`src/hdl/dms_pkg.sv`:
```
package dms_pkg;

   localparam int CSR_INDEX_W = 3;
   localparam int CSR_DATA_W  = 32;
   localparam int DEPTH_W     = 16;
   localparam int COLOR_W     = 8;
   localparam int RECIP_W     = 24;
   localparam int CENTER_W    = 11;
   localparam int SIZE_W      = 11;
   localparam int LIMIT_W     = 32;
   localparam int INDEX_W     = 20;
   localparam int POS_W       = 32;
   localparam int PROD_W      = DEPTH_W + RECIP_W;
   localparam int LANE_W      = 32;
   localparam int SQ_W        = 2 * POS_W;
   localparam int QUEUE_DEPTH = 2;

   typedef logic [INDEX_W-1:0] index_type;

   typedef enum logic [CSR_INDEX_W-1:0] {
      CSR_DEPTH_UNIT    = 3'd0,
      CSR_FOCAL_X_RECIP = 3'd1,
      CSR_FOCAL_Y_RECIP = 3'd2,
      CSR_CENTER_X      = 3'd3,
      CSR_CENTER_Y      = 3'd4,
      CSR_EDGE_LIMIT    = 3'd5,
      CSR_IMAGE_WIDTH   = 3'd6,
      CSR_IMAGE_HEIGHT  = 3'd7
   } csr_index_type;

   typedef struct packed {
      logic [RECIP_W-1:0]  depth_unit;
      logic [RECIP_W-1:0]  focal_x_recip;
      logic [RECIP_W-1:0]  focal_y_recip;
      logic [CENTER_W-1:0] center_x;
      logic [CENTER_W-1:0] center_y;
      logic [LIMIT_W-1:0]  edge_limit_squared;
      logic [SIZE_W-1:0]   image_width;
      logic [SIZE_W-1:0]   image_height;
   } cfg_type;

   localparam cfg_type CFG_RESET = '{
      depth_unit:         24'd3355,
      focal_x_recip:      24'd31957,
      focal_y_recip:      24'd31957,
      center_x:           11'd639,
      center_y:           11'd479,
      edge_limit_squared: 32'd655,
      image_width:        11'd640,
      image_height:       11'd480
   };

   localparam logic KIND_VERTEX = 1'b0;
   localparam logic KIND_FACE   = 1'b1;

   // Magnitude bounds for saturating a coordinate to 32 signed bits.
   localparam logic [63:0] NEG_MAG_LIMIT = 64'h0000_0000_8000_0000;
   localparam logic [63:0] POS_MAG_LIMIT = 64'h0000_0000_7FFF_FFFF;
   localparam logic [POS_W-1:0] POS_MOST_NEG = 32'h8000_0000;
   localparam logic [POS_W-1:0] POS_MOST_POS = 32'h7FFF_FFFF;

   // Edges checked for the two faces of a grid cell.
   localparam int EDGE_CNT_W = 3;
   localparam logic [EDGE_CNT_W-1:0] EDGE_UL_UP  = 3'd0;
   localparam logic [EDGE_CNT_W-1:0] EDGE_UL_LF  = 3'd1;
   localparam logic [EDGE_CNT_W-1:0] EDGE_UP_LF  = 3'd2;
   localparam logic [EDGE_CNT_W-1:0] EDGE_UP_CUR = 3'd3;
   localparam logic [EDGE_CNT_W-1:0] EDGE_LF_CUR = 3'd4;
   localparam int EDGE_COUNT = 5;
   // Issue cycles plus the two pipeline stages behind them.
   localparam logic [EDGE_CNT_W-1:0] EDGE_LAST_CYCLE = 3'd6;

   typedef enum logic [3:0] {
      BK_IDLE,
      BK_MUL_B,
      BK_MUL_LO,
      BK_MUL_HI,
      BK_SUM,
      BK_EDGE,
      BK_VERTEX,
      BK_FACE_A,
      BK_FACE_B
   } back_state_type;

endpackage

```
`src/hdl/dms_queue.sv`:
```
module dms_queue #(
   parameter int DATA_W = 8
) (
   input  logic              clock,
   input  logic              reset,
   input  logic              push,
   input  logic [DATA_W-1:0] push_data,
   output logic              full,
   input  logic              pop,
   output logic              valid,
   output logic [DATA_W-1:0] head
);

   localparam int PTR_W = $clog2(dms_pkg::QUEUE_DEPTH);
   localparam int CNT_W = $clog2(dms_pkg::QUEUE_DEPTH + 1);

   logic [DATA_W-1:0] slot_ff [dms_pkg::QUEUE_DEPTH];
   logic [PTR_W-1:0]  wr_ptr_ff, wr_ptr_in, rd_ptr_ff, rd_ptr_in;
   logic [CNT_W-1:0]  count_ff, count_in;
   logic              do_push, do_pop;

   assign full    = count_ff == CNT_W'(dms_pkg::QUEUE_DEPTH);
   assign valid   = count_ff != '0;
   assign head    = slot_ff[rd_ptr_ff];
   assign do_push = push & ~full;
   assign do_pop  = pop & valid;

   always_comb begin
      wr_ptr_in = wr_ptr_ff;
      rd_ptr_in = rd_ptr_ff;
      count_in  = count_ff;
      if (do_push) begin
         wr_ptr_in = (wr_ptr_ff == PTR_W'(dms_pkg::QUEUE_DEPTH - 1)) ? '0
                     : wr_ptr_ff + PTR_W'(1);
      end
      if (do_pop) begin
         rd_ptr_in = (rd_ptr_ff == PTR_W'(dms_pkg::QUEUE_DEPTH - 1)) ? '0
                     : rd_ptr_ff + PTR_W'(1);
      end
      if (do_push && !do_pop) begin
         count_in = count_ff + CNT_W'(1);
      end else if (do_pop && !do_push) begin
         count_in = count_ff - CNT_W'(1);
      end
   end

   always_ff @(posedge clock) begin
      if (reset) begin
         wr_ptr_ff <= '0;
         rd_ptr_ff <= '0;
         count_ff  <= '0;
      end else begin
         wr_ptr_ff <= wr_ptr_in;
         rd_ptr_ff <= rd_ptr_in;
         count_ff  <= count_in;
      end
   end

   always_ff @(posedge clock) begin
      if (do_push) begin
         slot_ff[wr_ptr_ff] <= push_data;
      end
   end

endmodule

```
`config.mk`:
```
export PLATFORM = sky130hd
export DESIGN_NAME = dms_queue
export DESIGN_NICKNAME = d
export VERILOG_FILES = /design/src/hdl/dms_pkg.sv /design/src/hdl/dms_queue.sv
export SDC_FILE = /design/constraint.sdc
export NUM_CORES = 1
export LEC_CHECK = 0
export ABC_AREA = 0
export BUFFER_PORTS_ARGS = -buffer_cell sky130_fd_sc_hd__buf_4
export CAP_MARGIN = 20
export CORE_ASPECT_RATIO = 0.9
export CORE_MARGIN = 2
export CORE_UTILIZATION = 44
export DETAILED_ROUTE_END_ITERATION = 16
export PLACE_DENSITY = 0.75
export REMOVE_ABC_BUFFERS = 1
export SLEW_MARGIN = 20
export SYNTH_ARGS = -nofsm -noshare
export SYNTH_HDL_FRONTEND = slang
export SYNTH_SLANG_ARGS = --single-unit
```
`constraint.sdc`:
```
create_clock -name clock -period 1.55 [get_ports clock]
set_input_delay 0.2325 -clock clock [delete_from_list [all_inputs] [get_ports clock]]
set_output_delay 0.2325 -clock clock [all_outputs]
set_load 0.1 [all_outputs]
```
# Yosys cells after proc, flatten, opt, wreduce, memory -nomap -nowiden

Memory sizes are Yosys's and may differ from the RTL's. A register that Yosys moved wholly into a read port is not among the register bits.
Cells that the tools add are included.

Register bits after elaboration: 4
Memory bits (writable): 16
Output and inout port bits: 10
Word-level logic and storage cells: 26
Memories: 1

Add/sub/neg operators: 4
Eq/ne operators: 1
Muxes and demuxes: 8
Bitwise gates (word level): 3
Reduce and logical (&&, ||, !) cells: 6

Memories:

| memory  | words | width | rd ports | clocked after memory_dff | wr ports | RTL line        | source |
|---|---|---|---|---|---|---|---|
| slot_ff | 2     | 8     | 1        | 1                        | 1        | dms_queue.sv:17 | `logic [DATA_W-1:0] slot_ff [dms_pkg::QUEUE_DEPTH];` |

Operator list:

| operator              | number |
|---|---|
| $mux W1               | 6 |
| $mux W2               | 2 |
| $reduce_bool A2 Y1    | 2 |
| $add A1 B1 Y1 const B | 2 |
| $add A2 B1 Y2 const B | 1 |
| $and A1 B1 Y1         | 2 |
| $eq A2 B2 Y1 const B  | 1 |
| $logic_and A1 B1 Y1   | 2 |
| $logic_not A1 Y1      | 2 |
| $sub A2 B1 Y2 const B | 1 |
| $not A1 Y1            | 1 |

# Longest topological paths before layout

Depth in word-level cells: 7
Gate-level depth with buffers: 6
Mapped depth without buffers: 6

# Least setup slack after synthesis

Ideal clock, no wire load.

Kind: register to register
Start: register count_ff[1]
End: register count_ff[1]
Library setup time: 70 ps
Arrival: 2156 ps
Required time: 1480 ps
Path slack: -675 ps
Cell stages (with the launch flop): 6
Buffers on the path: 0
Clock period less this slack: 2225 ps
Path through: dfxtp_1 > nor2b_2 > nor2_1 > ha_1 > or3_1 > a21oi_1

Cells in the longest elaborated chain, start to end: 6

Ends and longest elaborated chain:

| what                                | RTL line        | source |
|---|---|---|
| start, declared                     | dms_queue.sv:19 | `logic [CNT_W-1:0] count_ff, count_in;` |
| start signal, assigned              | dms_queue.sv:55 | `count_ff <= count_in;` |
| $eq A2 B2 Y1 (*)                    | dms_queue.sv:22 | `assign full = count_ff == CNT_W'(dms_pkg::QUEUE_DEPTH);` |
| via full                            | dms_queue.sv:8  | `output logic full,` |
| $not A1 Y1 (*)                      | dms_queue.sv:25 | `assign do_push = push & ~full;` |
| $and A1 B1 Y1 (*)                   | dms_queue.sv:25 |  |
| $logic_not A1 Y1                    | dms_queue.sv:42 | `end else if (do_pop && !do_push) begin` |
| $logic_and A1 B1 Y1                 | dms_queue.sv:42 |  |
| $reduce_bool A2 Y1 (no source line) | n/a             |  |

The timed path passes the listed nets; every way through them passes the cells marked *. The select of a mux whose other input is x is not followed.
A chain may end at the register's enable or synchronous reset.

# Worst setup path in the final report

Start: register count_ff[1]
End: register count_ff[1]

Cells in the longest elaborated chain, start to end: 6

Ends and longest elaborated chain:

| what                                | RTL line |
|---|---|
| $eq A2 B2 Y1                        | dms_queue.sv:22 |
| $not A1 Y1                          | dms_queue.sv:25 |
| $and A1 B1 Y1                       | dms_queue.sv:25 |
| $logic_not A1 Y1                    | dms_queue.sv:42 |
| $logic_and A1 B1 Y1                 | dms_queue.sv:42 |
| $reduce_bool A2 Y1 (no source line) | n/a |

Parallel ways exist; a longest one is shown, timed or not. The select of a mux whose other input is x is not followed.

==> results.ini <==
[synthesis]
synth_cell_types=14
netlist_instances=50
syn_area_um2=795.8
yosys_warnings=0
synth_compound_area_frac=0.03145
synthSimpleGateAreaFrac=0.06132
syn_avg_cell_area_um2=15.92
synthXorXnorAreaFrac=0.03302
synth_top_family_by_area=multiplexers
ys_seq_area_frac=0.7296
ys_ff_latch=21
muxShareOfSynthArea=0.1132
synth_fa_ha_area_frac=0.01572

[setup_path]
path_buf_inv=0
critPathLaunchType=flip-flop
crit_chain=nor2b_4 -> nor2_1 -> ha_1 -> or3_1 -> a21oi_1
cp.arrival_ns=1.75
slowest_stage=dfxtp_2
end_kind=flip-flop
critPathKind=flip-flop to flip-flop
crit_required_ns=1.78
cp_max_fo=5
cpLargestDelayFamily=simple AND/OR/NAND/NOR gates
slowest_delay_ns=0.38

[grt]
overflow=0
grt_usage=0.1439
grt_pass1_wl_um=2145
first_global_vias=514
antenna_found_initial=0
grt_max_degree=12

[sta]
fmax_mhz=659.6
fin_crit_ns=1.516
fin_hold_ws_ns=0.1071
fin_crit_sh=0.9781
drv_slew=0
max_slew_margin=0.7474
finalSetupViolations=0
fin_skew_ns=0.007815
tightest_slew_ns=0.3789
rsz0062_at_grt=yes
hold_viol_final=0

[detailed_routing]
vias=477
ant_nets=0
drc=0
initialDrtViolationCount=1
first_pass_iters=4
wl_per_cell_um=13.27
via_per_inst=4.770
routed_wl_um=1327

[floorplanning]
rows=14
die_y_um=44.35
die_w_um=48.83
fp.coreArea_um2=1682
start_util=0.4732
die_area_um2=2165
pin_count=22

[cts]
clk_latency_ns=0.30
h-tree-depth=1
clk_pin_slew_ns=0.11
hold_buffers=0
cts_tree=yes
cts_made_buffers=3
root_buffer=clkbuf_4
cts_buffer_depth=2
clock_sinks=21

[hold_path]
hp-class=input pin to flip-flop

[place]
gp_congestion=0.7567
io_buffer_count=21
postPlaceCellArea_um2=985.9
placed_cells=95
dp.final_hpwl_um=939.2

[finish]
antenna_cells=0
stdcell_count=100
final_common_cell=edfxtp_1
area_growth_pct=36.63
fin_nets=90
stdcell_area_um2=1087
fillCellCount=138
drive_gt1_frac=0.5132
final_cell_mix=edfxtp_1 (16), buf_4 (15), mux2_2 (6)

[job]
maxCapViolCount=0

[outcome]
status=complete, no violations

-- worst reg2reg max path: cells and delay by family (launching register included) --
kind / cells / cell delay, ns
adder cells (fa/ha/maj): 1 / 0.31
AND/OR/NAND/NOR: 3 / 0.63
flip-flops: 1 / 0.38
AO/OA/AOI/OAI: 1 / 0.14
-- flip-flops by register name (all words and copies together), names as in the netlist, named ones only --
register,cells
count_ff,2
rd_ptr_ff,1
slot_ff,16
wr_ptr_ff,1
-- synthesized netlist by cell type (all sizes together) --
cell type  count  area share
nor2           4       0.019
or2            1      0.0079
dfxtp          5        0.13
a21oi          2       0.013
or3            2       0.016
inv            2      0.0094
mux2           8        0.11
xor2           3       0.033
nor2b          1       0.011
o21ai          3       0.019
ha             1       0.016
buf            1      0.0063
and2           1      0.0079
edfxtp        16        0.60
-- timing repair --
| action | CTS | global route |
|---|---|---|
| cloned | 0 | 0 |
| setup buffers | 0 | 1 |
| resized for setup | 6 | 15 |
| endpoints found under the setup margin | 9 | 9 |
-- path summary, 6_finish.rpt --
path	from	endpoint	slack, ns	cells past startpoint
setup / recovery	count_ff[1]$_SDFFE_PP0P_	count_ff[1]$_SDFFE_PP0P_	0.03	5
hold / removal	reset	count_ff[1]$_SDFFE_PP0P_	0.11	2
setup reg to reg	count_ff[1]$_SDFFE_PP0P_	count_ff[1]$_SDFFE_PP0P_	0.03	5
hold reg to reg	wr_ptr_ff$_SDFFE_PP0N_	wr_ptr_ff$_SDFFE_PP0N_	0.50	2
-- per-layer routing --
| metal | up-vias | global-route usage | share of wire |
|---|---|---|---|
| met3 | 4 | 0.02703 | 0.058 |
| met1 | 221 | 0.1425 | 0.36 |
| met5 | - | 0 | 0 |
| li1 | 232 | - | - |
| met2 | 20 | 0.2849 | 0.56 |
| met4 | 0 | 0.08571 | 0.020 |
-- layout make-up --
| cell class | count | area, um2 | area share |
|---|---|---|---|
| timing repair buffer | 23 | 221.5 | 0.2037 |
| tap | 24 | 30.03 | 0.02762 |
| inverter | 2 | 7.507 | 0.006905 |
| clock buffer | 4 | 26.28 | 0.02417 |
| multi-input combinational | 26 | 215.2 | 0.1979 |
| sequential | 21 | 586.8 | 0.5397 |
-- per-stage QoR --
| step | TNS [ns] | utilization | setup slack [ns] |
|---|---|---|---|
| CTS | 0 | 0.6124 | 0.005355 |
| detailed placement | 0 | 0.5863 | 0.02755 |
| global placement | 0 | 0.5863 | 0.1001 |
| floorplan | -6.205 | - | -0.6753 |
| finish | 0 | 0.6466 | 0.03391 |
| global route | -0.08650 | 0.6466 | -0.04223 |
-- cell families after synthesis --
group / after synthesis
simple gates: 9
compound gates: 5
xor+xnor: 3
flops: 21
fa+ha+maj: 1
buf+inv: 3
mux: 8
Power is not shown: default switching activity piles up to over one toggle a cycle in this logic, so the estimate is an artifact.
