===== config.mk =====
export PLATFORM = sky130hd
export DESIGN_NAME = dms_front_flat
export DESIGN_NICKNAME = d
export VERILOG_FILES = /design/src/hdl/dms_pkg.sv /design/src/hdl/dms_if.sv /design/src/hdl/dms_front.sv /design/src/flat_wrapper.sv
export SDC_FILE = /design/constraint.sdc
export NUM_CORES = 1
export LEC_CHECK = 0
export ABC_AREA = 1
export ABC_CLOCK_PERIOD_IN_PS = 13730
export BUFFER_PORTS_ARGS = -buffer_cell sky130_fd_sc_hd__clkbuf_2
export CORE_AREA = 2 2 172 174
export DETAILED_ROUTE_END_ITERATION = 8
export DIE_AREA = 0 0 174 176
export HOLD_SLACK_MARGIN = 0.15
export PLACE_DENSITY = 0.59
export SLEW_MARGIN = 30
export SYNTH_ARGS = -nofsm -noshare
export SYNTH_HDL_FRONTEND = slang
export SYNTH_SLANG_ARGS = --single-unit
export TNS_END_PERCENT = 30

===== constraint.sdc =====
create_clock -name clock -period 13.73 [get_ports clock]
set_clock_uncertainty 0.05 [all_clocks]
set_input_delay 2.746 -clock clock [delete_from_list [all_inputs] [get_ports clock]]
set_output_delay 2.746 -clock clock [all_outputs]
set_load 0.02 [all_outputs]

===== src/hdl/dms_pkg.sv =====
package dms_pkg;

   localparam int CSR_INDEX_W = 3;
   localparam int CSR_DATA_W  = 32;
   localparam int DEPTH_W     = 16;
   localparam int COLOR_W     = 8;
   localparam int RECIP_W     = 24;
   localparam int CENTER_W    = 11;
   localparam int SIZE_W      = 11;
   localparam int LIMIT_W     = 32;
   localparam int INDEX_W     = 20;
   localparam int POS_W       = 32;
   localparam int PROD_W      = DEPTH_W + RECIP_W;
   localparam int LANE_W      = 32;
   localparam int SQ_W        = 2 * POS_W;
   localparam int QUEUE_DEPTH = 2;

   typedef logic [INDEX_W-1:0] index_type;

   typedef enum logic [CSR_INDEX_W-1:0] {
      CSR_DEPTH_UNIT    = 3'd0,
      CSR_FOCAL_X_RECIP = 3'd1,
      CSR_FOCAL_Y_RECIP = 3'd2,
      CSR_CENTER_X      = 3'd3,
      CSR_CENTER_Y      = 3'd4,
      CSR_EDGE_LIMIT    = 3'd5,
      CSR_IMAGE_WIDTH   = 3'd6,
      CSR_IMAGE_HEIGHT  = 3'd7
   } csr_index_type;

   typedef struct packed {
      logic [RECIP_W-1:0]  depth_unit;
      logic [RECIP_W-1:0]  focal_x_recip;
      logic [RECIP_W-1:0]  focal_y_recip;
      logic [CENTER_W-1:0] center_x;
      logic [CENTER_W-1:0] center_y;
      logic [LIMIT_W-1:0]  edge_limit_squared;
      logic [SIZE_W-1:0]   image_width;
      logic [SIZE_W-1:0]   image_height;
   } cfg_type;

   localparam cfg_type CFG_RESET = '{
      depth_unit:         24'd3355,
      focal_x_recip:      24'd31957,
      focal_y_recip:      24'd31957,
      center_x:           11'd639,
      center_y:           11'd479,
      edge_limit_squared: 32'd655,
      image_width:        11'd640,
      image_height:       11'd480
   };

   localparam logic KIND_VERTEX = 1'b0;
   localparam logic KIND_FACE   = 1'b1;

   // Magnitude bounds for saturating a coordinate to 32 signed bits.
   localparam logic [63:0] NEG_MAG_LIMIT = 64'h0000_0000_8000_0000;
   localparam logic [63:0] POS_MAG_LIMIT = 64'h0000_0000_7FFF_FFFF;
   localparam logic [POS_W-1:0] POS_MOST_NEG = 32'h8000_0000;
   localparam logic [POS_W-1:0] POS_MOST_POS = 32'h7FFF_FFFF;

   // Edges checked for the two faces of a grid cell.
   localparam int EDGE_CNT_W = 3;
   localparam logic [EDGE_CNT_W-1:0] EDGE_UL_UP  = 3'd0;
   localparam logic [EDGE_CNT_W-1:0] EDGE_UL_LF  = 3'd1;
   localparam logic [EDGE_CNT_W-1:0] EDGE_UP_LF  = 3'd2;
   localparam logic [EDGE_CNT_W-1:0] EDGE_UP_CUR = 3'd3;
   localparam logic [EDGE_CNT_W-1:0] EDGE_LF_CUR = 3'd4;
   localparam int EDGE_COUNT = 5;
   // Issue cycles plus the two pipeline stages behind them.
   localparam logic [EDGE_CNT_W-1:0] EDGE_LAST_CYCLE = 3'd6;

   typedef enum logic [3:0] {
      BK_IDLE,
      BK_MUL_B,
      BK_MUL_LO,
      BK_MUL_HI,
      BK_SUM,
      BK_EDGE,
      BK_VERTEX,
      BK_FACE_A,
      BK_FACE_B
   } back_state_type;

endpackage


===== src/hdl/dms_if.sv =====
interface dms_req_if;
   logic                         valid;
   logic                         ready;
   logic [dms_pkg::DEPTH_W-1:0]  depth;
   logic [dms_pkg::COLOR_W-1:0]  red;
   logic [dms_pkg::COLOR_W-1:0]  green;
   logic [dms_pkg::COLOR_W-1:0]  blue;

   modport source (output valid, depth, red, green, blue, input ready);
   modport sink (input valid, depth, red, green, blue, output ready);
endinterface



===== src/hdl/dms_front.sv =====
module dms_front #(
   parameter int MAX_WIDTH  = 1024,
   parameter int MAX_HEIGHT = 1024,
   localparam int COL_W  = $clog2(MAX_WIDTH),
   localparam int ROW_W  = $clog2(MAX_HEIGHT),
   localparam int MAG_W0 = (COL_W > ROW_W ? COL_W : ROW_W) + 1,
   localparam int MAG_W  = MAG_W0 > dms_pkg::CENTER_W ? MAG_W0 : dms_pkg::CENTER_W,
   localparam int ITEM_W = dms_pkg::DEPTH_W + 3 * dms_pkg::COLOR_W + COL_W
                           + 2 * (MAG_W + 1) + 4 * dms_pkg::INDEX_W + 1
) (
   input  logic               clock,
   input  logic               reset,
   dms_req_if.sink            req_bus,
   input  dms_pkg::cfg_type   cfg,
   input  logic               queue_full,
   output logic               push,
   output logic [ITEM_W-1:0]  push_data
);

   localparam int WID_W = $clog2(MAX_WIDTH + 1);
   localparam int HGT_W = $clog2(MAX_HEIGHT + 1);

   logic [COL_W-1:0] col_ff, col_in;
   logic [ROW_W-1:0] row_ff, row_in;

   int               w_full;
   int               h_full;
   logic [WID_W-1:0] w;
   logic [HGT_W-1:0] h;

   logic                     accept;
   logic [ROW_W+WID_W-1:0]   row_base;
   dms_pkg::index_type       idx, ia, ib, ic;
   logic [MAG_W-1:0]         twice_col, twice_row, cx, cy, mag_x, mag_y;
   logic                     pos_x, pos_y, closes_quad;
   logic [WID_W-1:0]         col_inc;
   logic [HGT_W-1:0]         row_inc, row_nx;
   logic                     col_wrap;

   // Frame size in use, at least 2 by 2 and clamped to MAX_WIDTH by MAX_HEIGHT.
   always_comb begin
      if (cfg.image_width < 11'd2) begin
         w_full = 2;
      end else if (int'(cfg.image_width) > MAX_WIDTH) begin
         w_full = MAX_WIDTH;
      end else begin
         w_full = int'(cfg.image_width);
      end
      if (cfg.image_height < 11'd2) begin
         h_full = 2;
      end else if (int'(cfg.image_height) > MAX_HEIGHT) begin
         h_full = MAX_HEIGHT;
      end else begin
         h_full = int'(cfg.image_height);
      end
   end

   assign w = WID_W'(w_full);
   assign h = HGT_W'(h_full);

   assign req_bus.ready = ~queue_full;
   assign accept        = req_bus.valid & ~queue_full;

   // Vertex index and the indices of the cell corners, all modulo the index width.
   assign row_base    = row_ff * w;
   assign idx         = dms_pkg::index_type'(row_base) + dms_pkg::index_type'(col_ff);
   assign ib          = idx - dms_pkg::index_type'(w);
   assign ia          = ib - dms_pkg::index_type'(1);
   assign ic          = idx - dms_pkg::index_type'(1);
   assign closes_quad = (row_ff != '0) && (col_ff != '0);

   // Pixel offsets from the principal point, in half pixels, as sign and magnitude.
   assign twice_col = MAG_W'({col_ff, 1'b0});
   assign twice_row = MAG_W'({row_ff, 1'b0});
   assign cx        = MAG_W'(cfg.center_x);
   assign cy        = MAG_W'(cfg.center_y);
   assign pos_x     = twice_col > cx;
   assign pos_y     = twice_row > cy;
   assign mag_x     = pos_x ? twice_col - cx : cx - twice_col;
   assign mag_y     = pos_y ? twice_row - cy : cy - twice_row;

   assign col_inc  = WID_W'(col_ff) + WID_W'(1);
   assign col_wrap = col_inc >= w;
   assign row_inc  = HGT_W'(row_ff) + HGT_W'(1);
   assign row_nx   = col_wrap ? row_inc : HGT_W'(row_ff);

   always_comb begin
      col_in = col_ff;
      row_in = row_ff;
      if (accept) begin
         col_in = col_wrap ? '0 : COL_W'(col_inc);
         row_in = (row_nx >= h) ? '0 : ROW_W'(row_nx);
      end
   end

   always_ff @(posedge clock) begin
      if (reset) begin
         col_ff <= '0;
         row_ff <= '0;
      end else begin
         col_ff <= col_in;
         row_ff <= row_in;
      end
   end

   assign push      = accept;
   assign push_data = {req_bus.depth, req_bus.red, req_bus.green, req_bus.blue, col_ff,
                       pos_x, mag_x, pos_y, mag_y, idx, ia, ib, ic, closes_quad};

endmodule


===== src/flat_wrapper.sv =====
// flat-port wrapper written by rule: the top's interface ports become plain ports
module dms_front_flat 
#(
   parameter int MAX_WIDTH  = 1024,
   parameter int MAX_HEIGHT = 1024,
   localparam int COL_W  = $clog2(MAX_WIDTH),
   localparam int ROW_W  = $clog2(MAX_HEIGHT),
   localparam int MAG_W0 = (COL_W > ROW_W ? COL_W : ROW_W) + 1,
   localparam int MAG_W  = MAG_W0 > dms_pkg::CENTER_W ? MAG_W0 : dms_pkg::CENTER_W,
   localparam int ITEM_W = dms_pkg::DEPTH_W + 3 * dms_pkg::COLOR_W + COL_W
                           + 2 * (MAG_W + 1) + 4 * dms_pkg::INDEX_W + 1
)
  (clock, reset, cfg, queue_full, push, push_data, req_bus_valid, req_bus_depth, req_bus_red, req_bus_green, req_bus_blue, req_bus_ready);
  dms_req_if req_bus_i ();
  input  logic clock;
  input  logic reset;
  input  dms_pkg::cfg_type cfg;
  input  logic queue_full;
  output logic push;
  output logic [ITEM_W-1:0] push_data;
  input wire logic [$bits(req_bus_i.valid)-1:0] req_bus_valid;
  input wire logic [$bits(req_bus_i.depth)-1:0] req_bus_depth;
  input wire logic [$bits(req_bus_i.red)-1:0] req_bus_red;
  input wire logic [$bits(req_bus_i.green)-1:0] req_bus_green;
  input wire logic [$bits(req_bus_i.blue)-1:0] req_bus_blue;
  output wire logic [$bits(req_bus_i.ready)-1:0] req_bus_ready;
  assign req_bus_i.valid = req_bus_valid;
  assign req_bus_i.depth = req_bus_depth;
  assign req_bus_i.red = req_bus_red;
  assign req_bus_i.green = req_bus_green;
  assign req_bus_i.blue = req_bus_blue;
  assign req_bus_ready = req_bus_i.ready;
  dms_front #(.MAX_WIDTH(MAX_WIDTH), .MAX_HEIGHT(MAX_HEIGHT)) u_core (.clock(clock), .reset(reset), .req_bus(req_bus_i), .cfg(cfg), .queue_full(queue_full), .push(push), .push_data(push_data));
endmodule

# Word-level counts from Yosys, hierarchy flattened
# Cells that the tools add are included.
# classes
n_addsub,10
mul,1
magnitude_cmp,8
mux,9
n_bitwise,2
n_reduce_logical,3
# ops
operator,n
$mux 11,7
$sub 11x11->11,4
$sub 20x1->20 const B,2
$add 10x1->11 const B,2
$ge 11x11->1,2
$gt 11x11->1,2
$gt 11x11->1 const B,2
$lt 11x2->1 const B,2
$add 20x10->20,1
$mul 10x11->20,1
$mux 10,2
$reduce_bool 10->1,2
$sub 20x11->20,1
$and 1x1->1,1
$logic_and 1x1->1,1
$not 1->1,1
# word_totals
ff_bits,20
input_bits,192
output_inout_bits,157
wordCells,35

# Logic depth before layout (Yosys ltp)
# logic_depth
word_depth,7
mapped_depth,42
mapped_depth_nobuf,42

# Worst setup path before layout
# No wires, ideal clock.
# synth_path
path_type,input -> output
from,in cfg[15] (netlist name)
to,out push_data[57]
t_arrival_ps,9786
required_time_ps,10934
setup_slack_ps,1148
path_stages,35
n_path_buf,0
path_cell_list,inv_1 nand4_1 nor4_1 a31oi_1 nor2_1 nand2_1 fa_1 inv_1 fa_1 inv_1 fa_1 inv_1 fa_1 inv_1 fa_1 inv_1 ha_1 nand2_1 inv_1 a21oi_1 nand2_1 xor2_1 ha_1 inv_1 o21bai_1 nor2_1 nand3_1 nand2_1 inv_1 nor2_1 nor2_1 nand3_1 nor2_2 nand2_1 xor2_1
# synth_between
elab_chain_cells,7
# synth_lines
item,line,rtl
start: declaration,flat_wrapper.sv:17,input dms_pkg::cfg_type cfg;
$gt 11x11->1,dms_front.sv:44,end else if (int'(cfg.image_width) > MAX_WIDTH) begin
$mux 11,dms_front.sv:44,
$mux 11 *,dms_front.sv:42,if (cfg.image_width < 11'd2) begin
$mul 10x11->20 *,dms_front.sv:65,assign row_base = row_ff * w;
$add 20x10->20 *,dms_front.sv:66,assign idx = dms_pkg::index_type'(row_base) + dms_pkg::index_type'(col_ff);
named net push_data[70],flat_wrapper.sv:20,output logic [ITEM_W-1:0] push_data;
$sub 20x11->20 *,dms_front.sv:67,assign ib = idx - dms_pkg::index_type'(w);
named net push_data[31],flat_wrapper.sv:20,
$sub 20x1->20 *,dms_front.sv:68,assign ia = ib - dms_pkg::index_type'(1);
end: declaration,flat_wrapper.sv:20,
# Mark *: on every way through the listed nets, which the timed path passes. The rest lies on a longest branch.

# Worst setup path in the final report
# layout_path
from,in cfg[14] (netlist name)
to,out push_data[57]
# layout_between
elab_chain_cells,7
# layout_lines
item,line
$gt 11x11->1,dms_front.sv:44
$mux 11,dms_front.sv:44
$mux 11 *,dms_front.sv:42
$mul 10x11->20,dms_front.sv:65
$add 20x10->20,dms_front.sv:66
$sub 20x11->20 *,dms_front.sv:67
$sub 20x1->20 *,dms_front.sv:68
# Mark *: on every way between the ends. The rest lies on a longest branch, timed or not.

==> out/qor.csv <==
metric,value,unit
status,"complete, no violations",
Pwr Density,30.52,nW/um^2
Layout area overhead,11.70,%
RD Place Congestion,0.9492,
Synth Warn #,0,
fill count,3150,
Vias,9637,
internal power,181.5,uW
clock power share,0.245,
met3 WL,1798,um
hold bufs inserted after CTS,0,
initial antenna violation count,1,
slew at the pin closest to its max-slew limit,0.8090,ns
I/O pin count,349,
adder-cell area share of the yosys netlist,0.3421,
Netlist cell types,49,
storage element area,400.4,sq um
sw frac,0.4617,
Die Wd,174,um
Final Non-Filler Cells,2017,
Clock Tree Root,clkbuf_16,
RSZ-0062 raised after global routing,no,
"slowest stage cell, crit path",fa_1,
Via density,4.778,
largest family of logic cells by synthesized area,adder cells,
Buffers on Ports,164,
"commonest non-fill, non-tap cell in the layout",nand2_1,
fmax,76.47,MHz
Post-synth top flop,dfxtp_1,
compound-cell area share of the yosys netlist,0.08263,
largest area contributor in the netlist,ha_1,
Routed Antenna Nets,0,
"IR drop worst, VDD",0.03804,mV
final hold viol count,0,
synthesized instance count,1508,
Die Ht,176,um
vias in the first global route,9562,
Rows,62,
H-tree levels,1,
"Min Clock Period, post-route",13.08,ns
max incr delay on CP,0.56,ns
Post-synth ARST share,0,
Slew HR,0.4581,
Placement Cell Area,10900,sq um
type of origin of the critical path,input pin,
XOR/XNOR share of the synthesized area,0.06656,
CTS Buf Count,3,
# setup viols final,0,
CTS tree,yes,
"EDFF count, synth",0,
Die Area,30620,sq um
Starting Density,0.3464,
Final Util,0.3869,
# nets final,2045,
Post-DP HPWL,24760,um
Setup CP Type,input pin to output port,
maximum capacitance violations,0,
GRT Resource Usage Total,0.1900,
DR WL/cell,14.26,um
syn_area_per_cell,6.557,sq um
Worst Setup End Kind,output port,
"FF+latch count, synth",20,
Sum Neg Setup Slack,0,ns
multiplexer share of the synthesized area,0.002025,
worst skew pair latency,0.26,ns
largest cells by area after synthesis,"ha_1, fa_1, nand2_1",
Final Cycle Share,0.9524,
post-synth top area share,0.1721,
core area,28550,sq um
WL final,28770,um
Seq pwr share,0.178,
WP data arrival,10.28,ns
part of the Yosys area used for sequential elements,0.04049,
DRC viols,0,
drt initial violations,642,
Hold WC Path Type,register to register,
Synthesized Nets,1920,
largest net degree at the start of global routing,22,
placed insts,2010,
design area,11050,sq um
clock tree buffer depth,2,
Worst EP required,10.93,ns
Logic pwr share,0.577,
Critical Path Fanout Max,6,
met2 WL,13040,um
Mapped Area,9888,sq um
Metal-1 WL,13150,um
Synth Area in Simple Gates,0.3056,
Top Metal Used,met4,
first-pass GRT wire length,47840,um
most frequent cells in the layout,"nand2_1, inv_1, clkbuf_2",
CTS sink count,20,
Sw Pwr,155.6,uW
GR Overflow Total,0,
router iterations before antenna repair,6,
layout cells sized above 1,0.1624,
Clock transition at path regs,0.06,ns
area of the multi-input gates,7923,sq um
Leak Pwr,0.006475,uW
Slew Limit Fails,0,
power groups by stage:
stage / Combinational, uW / Sequential [uW] / Clock [uW]
6_report: 195 / 60.0 / 82.5
4_1_cts: 195 / 60.0 / 84.3
2_1_floorplan: 146 / 60.9 / 0
3_5_place_dp: 194 / 61.3 / 0
5_1_grt: 215 / 60.1 / 87.4
3_3_place_gp: 193 / 61.3 / 0
registers in the layout, summed over array words and instances (netlist names):
register	cells
u_core.row_ff	10
u_core.col_ff	10
worst max-delay path: cells and delay by family:
family	cells	cell delay, ns
simple gates	18	2.65
buf+inv	8	0.82
xor+xnor	2	0.41
fa+ha+maj	7	3.19
compound gates	2	0.47
final timing paths:
check | startpoint | end | slack [ns] | depth (start not counted)
worst min-delay path | u_core.col_ff[6] | u_core.col_ff[6] | 0.52 | 2
worst min register to register | u_core.col_ff[6] | u_core.col_ff[6] | 0.52 | 2
worst max register to register | u_core.col_ff[0] | u_core.row_ff[7] | 8.34 | 26
worst max-delay path | cfg[14] | push_data[57] | 0.65 | 37
cell families (layout without fill, tap and decap cells):
logic type	Yosys count	count (layout)
and+or+nand+nor	678	678
buffers and inverters	374	498
adders and majority gates	220	220
AOI/OAI and AO/OA	144	144
xor gates and xnor gates	70	70
DFF	20	20
muxes	2	2
other	0	1
per-stage QoR:
stage               worst slack, ns  power, uW  hold slack (ns)
floorplan                     1.148      206.8           0.5319
global placement             0.6901      254.0           0.4985
detailed placement           0.6417      255.1           0.5115
CTS                          0.5831      339.0           0.5202
global route                0.04954      362.2           0.5483
finish                       0.6535      337.1           0.5156
synth_stat cells (all sizes together) (2+ instances only):
| cell | instances |
|---|---|
| nand2 | 418 |
| inv | 304 |
| ha | 136 |
| nor2 | 132 |
| fa | 84 |
| nand3 | 79 |
| a21oi | 75 |
| buf | 51 |
| xor2 | 51 |
| o21ai | 41 |
| nand4 | 22 |
| dfxtp | 20 |
| xnor2 | 19 |
| clkbuf | 13 |
| nor3 | 13 |
| nor4 | 7 |
| a31oi | 6 |
| clkinv | 6 |
| a21o | 4 |
| a221oi | 3 |
| nand3b | 3 |
| o21bai | 3 |
| or2 | 3 |
| a211oi | 2 |
| mux2i | 2 |
| o211ai | 2 |
| o221ai | 2 |
| o31ai | 2 |
area by class of cell:
class	instances	area share
Timing Repair Buffer	184	0.08790
Clock buffer	3	0.006797
Inverter	310	0.1053
Antenna cell	1	0.0002266
Multi-Input combinational cell	1114	0.7173
Clock inverter	1	0.002719
Tap cell	384	0.04350
Sequential cell	20	0.03625
repair_timing:
item                       in CTS  in global routing
resized for setup               0                  4
setup endpoints to repair       0                  6
setup buffers                   0                  2
metal layers:
layer | vias to the layer above | GRT usage
met5 | - | 0
met4 | 0 | 0.05147
met3 | 40 | 0.02412
met2 | 280 | 0.3176
met1 | 4450 | 0.2588
li1 | 4867 | -
No activity file was read; power rests on OpenSTA's default activity.
